File: src/chd_pkg.sv
package chd_pkg;

    localparam int NUM_SYMBOLS_DEF     = 256;
    localparam int MAX_CODE_LENGTH_DEF = 15;

    localparam int OP_W    = 2;
    localparam int LEN_W   = 4;
    localparam int SYM_W   = 8;
    localparam int CODE_W  = 16;
    localparam int BITS_W  = 5;
    localparam int LEN_SLOTS = 16;

    localparam logic [OP_W-1:0] OP_LOAD   = 2'd0;
    localparam logic [OP_W-1:0] OP_BUILD  = 2'd1;
    localparam logic [OP_W-1:0] OP_DECODE = 2'd2;

    typedef struct packed {
        logic             load;
        logic             build;
        logic             decode;
        logic [LEN_W-1:0] code_length;
        logic             code_bit;
    } chd_cmd_t;

endpackage

File: src/chd_build.sv
module chd_build import chd_pkg::*; #(
    parameter int NUM_SYMBOLS     = NUM_SYMBOLS_DEF,
    parameter int MAX_CODE_LENGTH = MAX_CODE_LENGTH_DEF
) (
    input  logic                             aclk,
    input  logic                             aresetn,
    input  chd_cmd_t                         cmd,
    output logic                             busy,
    output logic                             sort_we,
    output logic [$clog2(NUM_SYMBOLS)-1:0]   sort_addr,
    output logic [SYM_W-1:0]                 sort_data,
    input  logic [LEN_W-1:0]                 cnt_addr,
    output logic [$clog2(NUM_SYMBOLS+1)-1:0] cnt_data
);

    localparam int AW = $clog2(NUM_SYMBOLS);
    localparam int CW = $clog2(NUM_SYMBOLS + 1);
    localparam int LEN_LAST_I = (MAX_CODE_LENGTH < LEN_SLOTS - 1) ? MAX_CODE_LENGTH
                                                                  : LEN_SLOTS - 1;
    localparam logic [LEN_W-1:0] LEN_LAST = LEN_W'(LEN_LAST_I);
    localparam logic [CW-1:0]    NUM_CW   = CW'(NUM_SYMBOLS);

    typedef enum logic [1:0] {B_IDLE, B_SCAN, B_DRAIN} state_t;

    state_t           state_reg;
    logic [CW-1:0]    loaded_reg;
    logic [AW-1:0]    scan_reg;
    logic [LEN_W-1:0] len_reg;
    logic             rd_valid_reg;
    logic             rd_last_reg;
    logic [AW-1:0]    rd_sym_reg;
    logic [LEN_W-1:0] rd_len_reg;
    logic [LEN_W-1:0] rd_data_reg;
    logic [CW-1:0]    acc_reg;
    logic [CW-1:0]    acc_next;
    logic [CW-1:0]    pos_reg;
    logic [CW-1:0]    count_reg [LEN_SLOTS];
    logic [LEN_W-1:0] length_mem [NUM_SYMBOLS];

    logic scan_last;
    logic hit;
    logic load_ok;

    assign load_ok   = cmd.load && (loaded_reg < NUM_CW);
    assign scan_last = ((CW'(scan_reg) + CW'(1)) == loaded_reg);
    assign hit       = rd_valid_reg && (rd_data_reg == rd_len_reg);
    assign acc_next  = acc_reg + CW'(hit);

    assign busy      = (state_reg != B_IDLE);
    assign sort_we   = hit && (pos_reg < NUM_CW);
    assign sort_addr = pos_reg[AW-1:0];
    assign sort_data = SYM_W'(rd_sym_reg);
    assign cnt_data  = count_reg[cnt_addr];

    always_ff @(posedge aclk) begin
        if (load_ok) begin
            length_mem[loaded_reg[AW-1:0]] <= cmd.code_length;
        end
        rd_data_reg <= length_mem[scan_reg];
        rd_last_reg <= scan_last;
        rd_sym_reg  <= scan_reg;
        rd_len_reg  <= len_reg;
    end

    always_ff @(posedge aclk) begin
        if (!aresetn) begin
            state_reg    <= B_IDLE;
            loaded_reg   <= '0;
            scan_reg     <= '0;
            len_reg      <= '0;
            rd_valid_reg <= 1'b0;
            acc_reg      <= '0;
            pos_reg      <= '0;
            for (int i = 0; i < LEN_SLOTS; i++) begin
                count_reg[i] <= '0;
            end
        end else begin
            rd_valid_reg <= (state_reg == B_SCAN);
            if (rd_valid_reg) begin
                if (hit) begin
                    pos_reg <= pos_reg + CW'(1);
                end
                if (rd_last_reg) begin
                    count_reg[rd_len_reg] <= acc_next;
                    acc_reg <= '0;
                end else begin
                    acc_reg <= acc_next;
                end
            end
            unique case (state_reg)
                B_IDLE: begin
                    if (load_ok) begin
                        loaded_reg <= loaded_reg + CW'(1);
                    end
                    if (cmd.build) begin
                        for (int i = 0; i < LEN_SLOTS; i++) begin
                            count_reg[i] <= '0;
                        end
                        pos_reg    <= '0;
                        acc_reg    <= '0;
                        scan_reg   <= '0;
                        len_reg    <= LEN_W'(1);
                        if (loaded_reg != '0) begin
                            state_reg <= B_SCAN;
                        end
                    end
                end
                B_SCAN: begin
                    if (scan_last) begin
                        scan_reg <= '0;
                        if (len_reg == LEN_LAST) begin
                            state_reg <= B_DRAIN;
                        end else begin
                            len_reg <= len_reg + LEN_W'(1);
                        end
                    end else begin
                        scan_reg <= scan_reg + AW'(1);
                    end
                end
                B_DRAIN: begin
                    loaded_reg <= '0;
                    state_reg  <= B_IDLE;
                end
                default: begin
                    state_reg <= B_IDLE;
                end
            endcase
        end
    end

endmodule

File: src/chd_decode.sv
module chd_decode import chd_pkg::*; #(
    parameter int NUM_SYMBOLS     = NUM_SYMBOLS_DEF,
    parameter int MAX_CODE_LENGTH = MAX_CODE_LENGTH_DEF
) (
    input  logic                             aclk,
    input  logic                             aresetn,
    input  logic                             restart,
    input  logic                             bit_en,
    input  logic                             code_bit,
    output logic                             can_accept,
    input  logic                             sort_we,
    input  logic [$clog2(NUM_SYMBOLS)-1:0]   sort_addr,
    input  logic [SYM_W-1:0]                 sort_data,
    output logic [LEN_W-1:0]                 cnt_addr,
    input  logic [$clog2(NUM_SYMBOLS+1)-1:0] cnt_data,
    output logic                             m_valid,
    input  logic                             m_ready,
    output logic [SYM_W-1:0]                 m_symbol,
    output logic                             m_code_error
);

    localparam int AW = $clog2(NUM_SYMBOLS);
    localparam int CW = $clog2(NUM_SYMBOLS + 1);
    localparam logic [BITS_W-1:0] MAX_BITS = BITS_W'(MAX_CODE_LENGTH);
    localparam logic [CW:0]       NUM_IDX  = (CW+1)'(NUM_SYMBOLS);

    logic [CODE_W-1:0] code_reg;
    logic [BITS_W-1:0] bits_reg;
    logic [CODE_W-1:0] first_reg;
    logic [CW-1:0]     offset_reg;
    logic              pend_reg;
    logic              m_valid_reg;
    logic [SYM_W-1:0]  m_symbol_reg;
    logic              m_code_error_reg;
    logic [SYM_W-1:0]  rd_sym_reg;
    logic [SYM_W-1:0]  sorted_mem [NUM_SYMBOLS];

    logic [CODE_W-1:0] code_next;
    logic [BITS_W-1:0] bits_next;
    logic [CW-1:0]     cnt;
    logic [CODE_W-1:0] diff;
    logic [CW:0]       idx;
    logic              hit;
    logic              in_range;
    logic              err;

    assign code_next = {code_reg[CODE_W-2:0], code_bit};
    assign bits_next = bits_reg + BITS_W'(1);
    assign cnt_addr  = bits_next[LEN_W-1:0];
    assign cnt       = bits_next[BITS_W-1] ? '0 : cnt_data;
    assign diff      = code_next - first_reg;
    assign hit       = (code_next >= first_reg) && (diff < CODE_W'(cnt));
    assign idx       = (CW+1)'(offset_reg) + (CW+1)'(diff[CW-1:0]);
    assign in_range  = (idx < NUM_IDX);
    assign err       = (bits_next >= MAX_BITS) || (bits_next == '0);

    assign can_accept   = !pend_reg && (!m_valid_reg || m_ready);
    assign m_valid      = m_valid_reg;
    assign m_symbol     = m_symbol_reg;
    assign m_code_error = m_code_error_reg;

    always_ff @(posedge aclk) begin
        if (sort_we) begin
            sorted_mem[sort_addr] <= sort_data;
        end
        rd_sym_reg <= sorted_mem[idx[AW-1:0]];
    end

    always_ff @(posedge aclk) begin
        if (!aresetn) begin
            code_reg    <= '0;
            bits_reg    <= '0;
            first_reg   <= '0;
            offset_reg  <= '0;
            pend_reg    <= 1'b0;
            m_valid_reg <= 1'b0;
        end else begin
            if (pend_reg) begin
                pend_reg         <= 1'b0;
                m_valid_reg      <= 1'b1;
                m_symbol_reg     <= rd_sym_reg;
                m_code_error_reg <= 1'b0;
            end else if (bit_en && (hit || err) && !(hit && in_range)) begin
                m_valid_reg      <= 1'b1;
                m_symbol_reg     <= '0;
                m_code_error_reg <= !hit;
            end else if (m_valid_reg && m_ready) begin
                m_valid_reg <= 1'b0;
            end
            if (restart) begin
                code_reg   <= '0;
                bits_reg   <= '0;
                first_reg  <= '0;
                offset_reg <= '0;
            end
            if (bit_en) begin
                if (hit || err) begin
                    code_reg   <= '0;
                    bits_reg   <= '0;
                    first_reg  <= '0;
                    offset_reg <= '0;
                    if (hit && in_range) begin
                        pend_reg <= 1'b1;
                    end
                end else begin
                    code_reg   <= code_next;
                    bits_reg   <= bits_next;
                    offset_reg <= offset_reg + cnt;
                    first_reg  <= (first_reg + CODE_W'(cnt)) << 1;
                end
            end
        end
    end

endmodule

File: src/canonical_huffman_decoder_top.sv
// Canonical Huffman decoder, DEFLATE style.
// Input channel s_valid/s_ready carries one beat per command in s_op:
//   load  - store s_code_length as the length of the next symbol (0 = unused);
//           loads past NUM_SYMBOLS symbols are dropped.
//   build - restart the bit decoder, count codes per length and fill the symbol
//           table, then begin a fresh set of lengths.
//   decode - shift s_code_bit in, most significant bit first.
// Result channel m_valid/m_ready carries one beat per finished code: the symbol,
// or m_code_error high with symbol 0 once MAX_CODE_LENGTH bits match nothing.
// Throughput: one decode bit per cycle while no build runs and the receiver
// keeps up; a bit that completes a code holds off the next beat while its symbol
// is read from a synchronous table and moved on to the output register, where
// an error is written directly. A build makes one length memory read per symbol
// loaded for each code length from 1 to min(MAX_CODE_LENGTH,15).
// Reset clears all control state and the code counts; no clearing pass is run.
// While the receiver stalls, a waiting result holds and further input beats
// are held off until the output register frees.
module canonical_huffman_decoder_top import chd_pkg::*; #(
    parameter int NUM_SYMBOLS     = NUM_SYMBOLS_DEF,
    parameter int MAX_CODE_LENGTH = MAX_CODE_LENGTH_DEF
) (
    input  logic             aclk,
    input  logic             aresetn,
    input  logic             s_valid,
    output logic             s_ready,
    input  logic [OP_W-1:0]  s_op,
    input  logic [LEN_W-1:0] s_code_length,
    input  logic             s_code_bit,
    output logic             m_valid,
    input  logic             m_ready,
    output logic [SYM_W-1:0] m_symbol,
    output logic             m_code_error
);

    localparam int AW = $clog2(NUM_SYMBOLS);
    localparam int CW = $clog2(NUM_SYMBOLS + 1);

    chd_cmd_t         cmd;
    logic             accept;
    logic             build_busy;
    logic             dec_ok;
    logic             sort_we;
    logic [AW-1:0]    sort_addr;
    logic [SYM_W-1:0] sort_data;
    logic [LEN_W-1:0] cnt_addr;
    logic [CW-1:0]    cnt_data;

    assign s_ready = !build_busy && dec_ok;
    assign accept  = s_valid && s_ready;

    assign cmd.load        = accept && (s_op == OP_LOAD);
    assign cmd.build       = accept && (s_op == OP_BUILD);
    assign cmd.decode      = accept && (s_op == OP_DECODE);
    assign cmd.code_length = s_code_length;
    assign cmd.code_bit    = s_code_bit;

    chd_build #(
        .NUM_SYMBOLS     (NUM_SYMBOLS),
        .MAX_CODE_LENGTH (MAX_CODE_LENGTH)
    ) u_build (
        .aclk      (aclk),
        .aresetn   (aresetn),
        .cmd       (cmd),
        .busy      (build_busy),
        .sort_we   (sort_we),
        .sort_addr (sort_addr),
        .sort_data (sort_data),
        .cnt_addr  (cnt_addr),
        .cnt_data  (cnt_data)
    );

    chd_decode #(
        .NUM_SYMBOLS     (NUM_SYMBOLS),
        .MAX_CODE_LENGTH (MAX_CODE_LENGTH)
    ) u_decode (
        .aclk         (aclk),
        .aresetn      (aresetn),
        .restart      (cmd.build),
        .bit_en       (cmd.decode),
        .code_bit     (cmd.code_bit),
        .can_accept   (dec_ok),
        .sort_we      (sort_we),
        .sort_addr    (sort_addr),
        .sort_data    (sort_data),
        .cnt_addr     (cnt_addr),
        .cnt_data     (cnt_data),
        .m_valid      (m_valid),
        .m_ready      (m_ready),
        .m_symbol     (m_symbol),
        .m_code_error (m_code_error)
    );

endmodule
File: config.mk
export PLATFORM = sky130hd
export DESIGN_NAME = canonical_huffman_decoder_top
export DESIGN_NICKNAME = d
export VERILOG_FILES = /design/src/chd_pkg.sv /design/src/chd_build.sv /design/src/chd_decode.sv /design/src/canonical_huffman_decoder_top.sv
export SDC_FILE = /design/constraint.sdc
export NUM_CORES = 2
export LEC_CHECK = 0
export ABC_AREA = 1
export BUFFER_PORTS_ARGS = -buffer_cell sky130_fd_sc_hd__buf_2
export CAP_MARGIN = 20
export CORE_ASPECT_RATIO = 1.5
export CORE_UTILIZATION = 60
export CTS_CLUSTER_DIAMETER = 30
export DETAILED_ROUTE_END_ITERATION = 7
export PLACE_DENSITY = 0.76
export SETUP_SLACK_MARGIN = 0.15
export SLEW_MARGIN = 10
export SYNTH_ARGS = -nofsm -noshare
export SYNTH_HDL_FRONTEND = slang
export SYNTH_SLANG_ARGS = --single-unit
File: constraint.sdc
create_clock -name aclk -period 5.2 [get_ports aclk]
set_input_delay 0.78 -clock aclk [delete_from_list [all_inputs] [get_ports aclk]]
set_output_delay 0.78 -clock aclk [all_outputs]
set_load 0.05 [all_outputs]
==> flow_summary.json <==
{
  "grt.total_usage_pct": 31.85,
  "cts-root-buf": "clkbuf_16",
  "rsz0062_at_grt": "no",
  "worst-endpoint-arrival_ps": 5190,
  "tritoncts": "built",
  "power_density_nw_per_um2": 456.5,
  "crit_type": "register to register",
  "regToRegSetupSlack_ps": 620,
  "synth_ff_type": "edfxtp_1",
  "synthArstFlopShare_pct": 0,
  "cts_setup_buffers": 0,
  "grt.overflow.total": 0,
  "insertion_delay_ps": 960,
  "tns_ps": 0,
  "relSlewSlack_pct": 6.843,
  "fin_area_sq_um": 153400,
  "cts.sinks": 3338,
  "cp-end-kind": "register",
  "syn2layout_area_growth_pct": 13.79,
  "synthTopCellsByArea": "edfxtp_1, nor2_1, o21ai_0",
  "die_x_microns": 389.1,
  "clk_pin_slew_worst_paths_ps": 60,
  "seq_area_frac_synth_pct": 73.51,
  "dr.pass1.iters": 8,
  "die_area_sq_um": 226600,
  "fmax_ghz": 0.2182,
  "drc": 2,
  "finClkSkew_ps": 97.74,
  "grt_pass1_wl_microns": 545200,
  "avgSynthCellArea_sq_um": 12.71,
  "yosys_register_bits": 3338,
  "globalplace.congestion": 0.9366,
  "post-synth-top-count-cell": "edfxtp_1",
  "viasPerCell": 6.619,
  "hold_path.class": "input pin to register",
  "synth_fp_nets": 10690,
  "reg2reg_to": "u_decode.m_code_error$_SDFFCE_PP0P_",
  "nNetsFinal": 10630,
  "route.final.wire_length_microns": 368400,
  "vias": 91490,
  "r2r_cells": 19,
  "crit_path_end": "u_decode.m_code_error$_SDFFCE_PP0P_",
  "clock_path_buffers": 4,
  "rows": 212,
  "netlist_area_sq_um": 134800,
  "routedWlPerCell_microns": 26.65,
  "cp_max_fo": 44,
  "worstSetupStartpointType": "register",
  "ir_worst_vdd_mv": 0.4221,
  "reg2reg_from": "u_decode.bits_reg[0]$_SDFFE_PN0P_",
  "power_mw": 70.04,
  "failed_checks": "DRC",
  "synth_cell_types": 53,
  "drt-initial-drc-count": 10670,
  "yosysTopAreaCell": "edfxtp_1",
  "synth_top_area_share_pct": 71.83,
  "largest_reg_flops": 2048,
  "grt_max_degree": 234,
  "holdBufCountCts": 0,
  "layout_min_cycle_time_ps": 4582,
  "synth_common_cells": "edfxtp_1, nor2_1, o21ai_0",
  "yosys_warnings": 0,
  "dp_hpwl_microns": 211300,
  "layout-drive-gt1-share_pct": 9.927,
  "ant_nets": 0,
  "drv_cap": 0,
  "placed_cell_area_sq_um": 138100,
  "status": "finished, violations left",
  "power.leakage_nw": 49.90,
  "finalMaxSlewViolations": 0,
  "die_height_microns": 582.6,
  "cp.required_ps": 5810,
  "critPathLaunch": "u_decode.bits_reg[0]$_SDFFE_PN0P_",
  "first_global_vias": 90440,
  "setup_viol": 0,
  "cts_buffers": 447,
  "synthCells": 10610,
  "start_util_pct": 60.51,
  "period_share_pct": 88.12,
  "cts_resized": 0,
  "portBuffers": 21,
  "htree_levels": 5,
  "hold_viol": 0,
  "antenna_found_initial": 8,
  "tightestPinTransition_ps": 1397,
  "core_sq_um": 222800,
  "synth_edf_count": 3225,
  "ios": 22
}
[layout by cell type, fill, tap and decap left out, types with 7 or more instances in the layout]
cell type and instances:
edfxtp_1 3225, nor2_1 2328, o21ai_0 1667, o221ai_1 601
clkbuf_16 453, nand3_1 438, nand2_1 395, o22ai_1 242
a21oi_1 239, buf_4 212, inv_1 161, dfxtp_1 100
clkinv_2 65, ha_1 62, clkinv_1 59, bufinv_16 53
inv_6 52, o211ai_1 49, nand4_1 49, buf_12 44
o21ai_1 43, clkinv_4 43, clkinvlp_4 43, xor2_1 40
nor3_1 40, clkbuf_1 31, inv_8 24, mux2i_1 17
buf_2 17, xnor2_1 12, dfxtp_4 12, nand2_2 10
clkinv_8 10, a211oi_1 9, nor4_1 7
[final cells by class]
class	instances	area, sq um
fillers	14390	69400
clock buffers	488	11510
multi-input cells	6306	32080
diodes	4	10.01
clock inverters	342	3740
inverters	179	709.4
well taps	2889	3615
repair buffers	277	2603
flip-flops and latches	3338	99150
[where the power goes]
group	internal (mW)	switching, mW	leakage (nW)
combinational	2.57	7.19	11.8
sequential	29.3	0.0718	30.7
clock	18.8	12.0	7.38
total	50.8	19.3	49.9
[cell families (layout without fill, tap and decap cells)]
| kind of cell | Yosys count | count (layout) | share of synthesized area, % |
|---|---|---|---|
| buf+inv | 963 | 1286 | 2.806 |
| fa+ha+maj | 67 | 67 | 0.6440 |
| flops | 3338 | 3338 | 73.51 |
| xor+xnor | 59 | 59 | 0.4139 |
| simple gates | 3289 | 3289 | 9.778 |
| other cells | 0 | 4 | 0 |
| compound gates | 2874 | 2874 | 12.72 |
| mux | 17 | 17 | 0.1262 |
[critical path, stage by stage, from the launching register on]
cell and delay (ps):
dfxtp_2 350, buf_4 340, ha_1 320, xor2_2 600, o221ai_1 260, nand3_1 160, a21oi_1 80, buf_4 160
inv_1 50, ha_1 230, a21oi_1 160, nor2_1 70, a211oi_1 220, nand2_2 110, nand2_4 100, nand2_8 190
nand2_1 170, nand3_1 100, a21oi_1 300, buf_4 290
[per-stage QoR]
step	hold WS (ps)	setup WS, ps	util, %	instances
after floorplan	325.8	562.3	-	10610
after global placement	378.8	671.3	62.00	12990
after detailed placement	381.8	643.6	62.00	12990
after CTS	91.15	686.3	68.84	13820
after global routing	122.0	373.8	68.85	13820
final	133.7	617.8	68.85	13820
[metal layers]
layer	vias up	track usage, %	wire (microns)
met4	6	22.41	28710
met3	1353	5.616	33690
met1	44500	36.81	122100
met2	5908	53.91	183900
met5	-	0	37
li1	39720	-	-
[worst min-delay path by stage]
stage	startpoint	end	slack [ps]	cells after the start
after global placement	u_build.len_reg[3]$_SDFFE_PN0P_	u_build.rd_len_reg[3]$_DFF_P_	380	0
final	s_code_length[3]	u_build.length_mem[97][3]$_DFFE_PP_	130	1
after floorplan	u_build.scan_reg[3]$_SDFFE_PN0P_	u_build.sort_data[3]$_DFF_P_	330	0
after global routing	s_code_length[3]	u_build.length_mem[97][3]$_DFFE_PP_	120	1
after CTS	s_code_length[3]	u_build.length_mem[104][3]$_DFFE_PP_	90	1
after detailed placement	u_build.len_reg[3]$_SDFFE_PN0P_	u_build.rd_len_reg[3]$_DFF_P_	380	0
Note: power is estimated with default switching activity, not from simulation.
